<file path="config.mk">
export PLATFORM = sky130hd
export DESIGN_NAME = sipd_unpack
export DESIGN_NICKNAME = d
export VERILOG_FILES = /design/src/rtl/sipd_pkg.sv /design/src/rtl/sipd_unpack.sv
export SDC_FILE = /design/constraint.sdc
export NUM_CORES = 1
export LEC_CHECK = 0
export BUFFER_PORTS_ARGS = -buffer_cell sky130_fd_sc_hd__buf_2
export CORE_ASPECT_RATIO = 1.75
export CORE_MARGIN = 4
export CORE_UTILIZATION = 40
export DETAILED_ROUTE_END_ITERATION = 10
export GPL_TIMING_DRIVEN = 0
export PLACE_DENSITY_LB_ADDON = 0.25
export SYNTH_ARGS = -nofsm -noshare
export SYNTH_HDL_FRONTEND = slang
export SYNTH_SLANG_ARGS = --single-unit
</file>
<file path="constraint.sdc">
create_clock -name vclk -period 4.1
set_clock_uncertainty 0.2 [all_clocks]
set_input_delay 0.205 -clock vclk [all_inputs]
set_output_delay 0.205 -clock vclk [all_outputs]
set_load 0.05 [all_outputs]
</file>
<file path="src/rtl/sipd_pkg.sv">
// ----------------------------------------------------------------------------
// sipd_pkg
// Shared types and constants for the SIM icon pixel decoder.
// ----------------------------------------------------------------------------
`default_nettype none

package sipd_pkg;

    localparam int TABLE_ENTRIES = 256;
    localparam int ENTRY_BYTES   = 3;
    localparam int TABLE_BYTES   = TABLE_ENTRIES * ENTRY_BYTES;
    localparam int IDX_W         = (TABLE_ENTRIES > 1) ? $clog2(TABLE_ENTRIES) : 1;

    // entry = addr / 3 for addr < 768, by reciprocal multiply
    localparam int DIV3_MUL   = 683;
    localparam int DIV3_SHIFT = 11;

    localparam int MAX_RUN = 8;

    localparam logic [2:0] HP_WIDTH  = 3'd0;
    localparam logic [2:0] HP_HEIGHT = 3'd1;
    localparam logic [2:0] HP_BPP    = 3'd2;
    localparam logic [2:0] HP_SKIP0  = 3'd3;
    localparam logic [2:0] HP_SKIP1  = 3'd4;
    localparam logic [2:0] HP_SKIP2  = 3'd5;
    localparam logic [2:0] HP_DATA   = 3'd6;

    localparam logic CMD_TABLE  = 1'b0;
    localparam logic CMD_IMAGE  = 1'b1;
    localparam logic MODE_BASIC = 1'b0;
    localparam logic MODE_COLOR = 1'b1;

    localparam logic [31:0] ARGB_WHITE = 32'hFFFF_FFFF;
    localparam logic [31:0] ARGB_BLACK = 32'hFF00_0000;
    localparam logic [7:0]  ALPHA      = 8'hFF;

    localparam logic [3:0] BPP_MIN = 4'd1;
    localparam logic [7:0] BPP_MAX = 8'd8;

    typedef enum logic [2:0] {
        ST_CLEAR,
        ST_IDLE,
        ST_CMD,
        ST_EXTRACT,
        ST_PUSH,
        ST_ERR
    } t_state;

    typedef struct packed {
        logic [15:0] acc;
        logic [3:0]  cnt;
        logic [3:0]  bpp;
    } t_unpack_req;

    typedef struct packed {
        logic [7:0] value;
        logic [3:0] next_cnt;
    } t_unpack_rsp;

endpackage

`default_nettype wire

</file>
<file path="src/rtl/sipd_unpack.sv">
// ----------------------------------------------------------------------------
// sipd_unpack
// Shared bit extractor: takes the next pixel field off the bit accumulator.
// ----------------------------------------------------------------------------
`default_nettype none

module sipd_unpack (
    input  wire sipd_pkg::t_unpack_req i_req,
    output sipd_pkg::t_unpack_rsp      o_rsp
);

    logic [15:0] mask;
    logic [15:0] shifted;
    logic [3:0]  next_cnt;

    always_comb begin
        next_cnt       = i_req.cnt - i_req.bpp;
        mask           = (16'd1 << i_req.bpp) - 16'd1;
        shifted        = i_req.acc >> next_cnt;
        o_rsp.next_cnt = next_cnt;
        o_rsp.value    = shifted[7:0] & mask[7:0];
    end

endmodule

`default_nettype wire

</file>
==> impl_metrics.json <==
{
  "outcome": "finished, final reports clean",
  "antenna_found_initial": 0,
  "drtIter0Drc": 19,
  "drive_gt1_frac": 0.4184,
  "drv_cap": 0,
  "path_cells": "buf_2, ha_1, inv_1, fa_1, xnor2_2, inv_2, mux4_2, nand2_1, a311oi_1, buf_2",
  "synthesis.area_um2": 913.4,
  "cpMaxStageDelayCell": "fa_1",
  "core_mm2": 0.002147,
  "fmax_ghz": 0.3627,
  "critPathMostFrequentCell": "buf_2",
  "clock_buffers": 0,
  "initial_core_util": 0.4254,
  "cpPeakStageDelay_ns": 0.40,
  "crit_start": "i_req[0]",
  "hp-start": "i_req[3]",
  "die_y_um": 71.22,
  "fin_ws_ns": 1.343,
  "first_pass_iters": 4,
  "cp.arrival_ns": 2.35,
  "wire_per_inst_um": 15.31,
  "die_area_mm2": 0.003142,
  "die_width_um": 44.12,
  "io_pins": 36,
  "synthCells": 107,
  "critPathRequiredTime_ns": 3.69,
  "wl_mm": 2.526,
  "ys.warnings.count": 0,
  "period_share": 0.6724,
  "viasPerCell": 5.794,
  "drv_slew": 0,
  "n_antenna_cell": 0,
  "grt_pass1_wl_mm": 3.981,
  "avgSynthCellArea_um2": 8.536,
  "setup_violations": 0,
  "end_kind": "output port",
  "syn_nets": 136,
  "peakVddDrop_mv": 0.1781,
  "port_buffers": 34,
  "layout_min_cycle_time_ns": 2.757,
  "crit_family": "buffers and inverters",
  "synthDistinctLibCells": 35,
  "setup-tns-final_ns": 0,
  "slew_headroom": 0.8162,
  "dp_hpwl_mm": 2.167,
  "fill_cells": 219,
  "place_ws_ns": 1.392,
  "ys_seq_area_frac": 0,
  "grt.total_usage": 0.1591,
  "grt_overflow": 0,
  "fin_nets": 172,
  "fp-row-count": 22,
  "finalPower_uw": 362.4,
  "worstHoldPathType": "in -> out",
  "numSequentialCells": 0,
  "num_vias": 956,
  "grt_pass1_vias": 915,
  "antenna_left": 0,
  "syn2layout_area_growth_pct": 21.92,
  "leakage_nw": 0.5144,
  "hold_viol_final": 0,
  "route.detailed.drc": 0,
  "ff_latch_area_um2": 0,
  "cts_resized": 0,
  "critPathKind": "in -> out",
  "grt_max_degree": 11,
  "cts_setup_buffers": 0,
  "powerDensity_mw_per_mm2": 325.4,
  "place.gp.congestion": 0.8561,
  "critPathMaxFanout": 7,
  "rsz0062_at_grt": "no",
  "cts_hold_buf": 0,
  "crit_buf_inv": 4,
  "worstMarginPinSlew_ns": 0.2680,
  "cp-start-kind": "input pin"
}
cell type report:
class	count	area, um2	share of cell area
Inverter	8	30.03	0.02697
Timing Repair Buffer	34	170.2	0.1528
Buffer	10	110.1	0.09888
Tap cell	24	30.03	0.02697
Multi-Input combinational cell	89	773.2	0.6944
report_power, final:
part | internal, mW | total [mW] | switching (mW)
sequential | 0 | 0 | 0
combinational | 0.129 | 0.362 | 0.234
clock | 0 | 0 | 0
kinds of logic after synthesis:
family / after synthesis / synth area share
adder cells (fa/ha/maj): 5 / 0.07672
AND/OR/NAND/NOR: 31 / 0.1548
multiplexers: 17 / 0.3247
XOR/XNOR: 4 / 0.05481
AO/OA/AOI/OAI: 32 / 0.2356
buffers and inverters: 18 / 0.1534
final timing paths:
kind	depth (start not counted)	end	slack [ns]
worst max-delay path	10	o_rsp[7]	1.34
worst min-delay path	4	o_rsp[11]	0.65
through the flow:
step / instances / area (um2) / util / hold slack, ns
2_1_floorplan: 107 / 913.4 / - / 0.4998
3_3_place_gp: 165 / 1114 / 0.5186 / 0.6355
3_5_place_dp: 165 / 1114 / 0.5186 / 0.6562
4_1_cts: 165 / 1114 / 0.5186 / 0.6605
5_1_grt: 165 / 1114 / 0.5186 / 0.6912
6_report: 165 / 1114 / 0.5186 / 0.6550
cell usage after synthesis (all sizes together):
library cell,number,share of area
a211oi,3,0.030
a21oi,10,0.059
a221oi,1,0.016
a311oi,2,0.026
a31oi,2,0.014
and3,1,0.0069
buf,8,0.090
clkbuf,2,0.030
fa,1,0.022
ha,4,0.055
inv,8,0.033
mux2,2,0.025
mux2i,6,0.066
mux4,9,0.23
nand2,15,0.062
nand3,4,0.022
nand3b,1,0.0082
nor2,3,0.012
nor2b,1,0.0069
nor3,4,0.022
nor4,1,0.0069
o211ai,3,0.025
o21a,1,0.0082
o21ai,9,0.049
o31ai,1,0.0082
or4,1,0.0082
xnor2,1,0.018
xor2,3,0.037
layout by cell type, fill, tap and decap left out, drive strengths merged:
cell    instances
nand3           4
nor3            4
a221oi          1
mux4            9
nand2          15
nor4            1
inv             8
a311oi          2
nand3b          1
and3            1
buf            42
ha              4
xor2            3
nor2            3
mux2            2
a21oi          10
mux2i           6
o211ai          3
nor2b           1
a211oi          3
o31ai           1
xnor2           1
o21a            1
clkbuf          2
or4             1
a31oi           2
fa              1
o21ai           9
layer usage:
layer  track usage  wire, um
met1        0.1817       924
met2        0.3231      1439
met4       0.01007        14
met5             0         0
met3      0.002513       148
No activity file was read; power rests on OpenSTA's default activity.
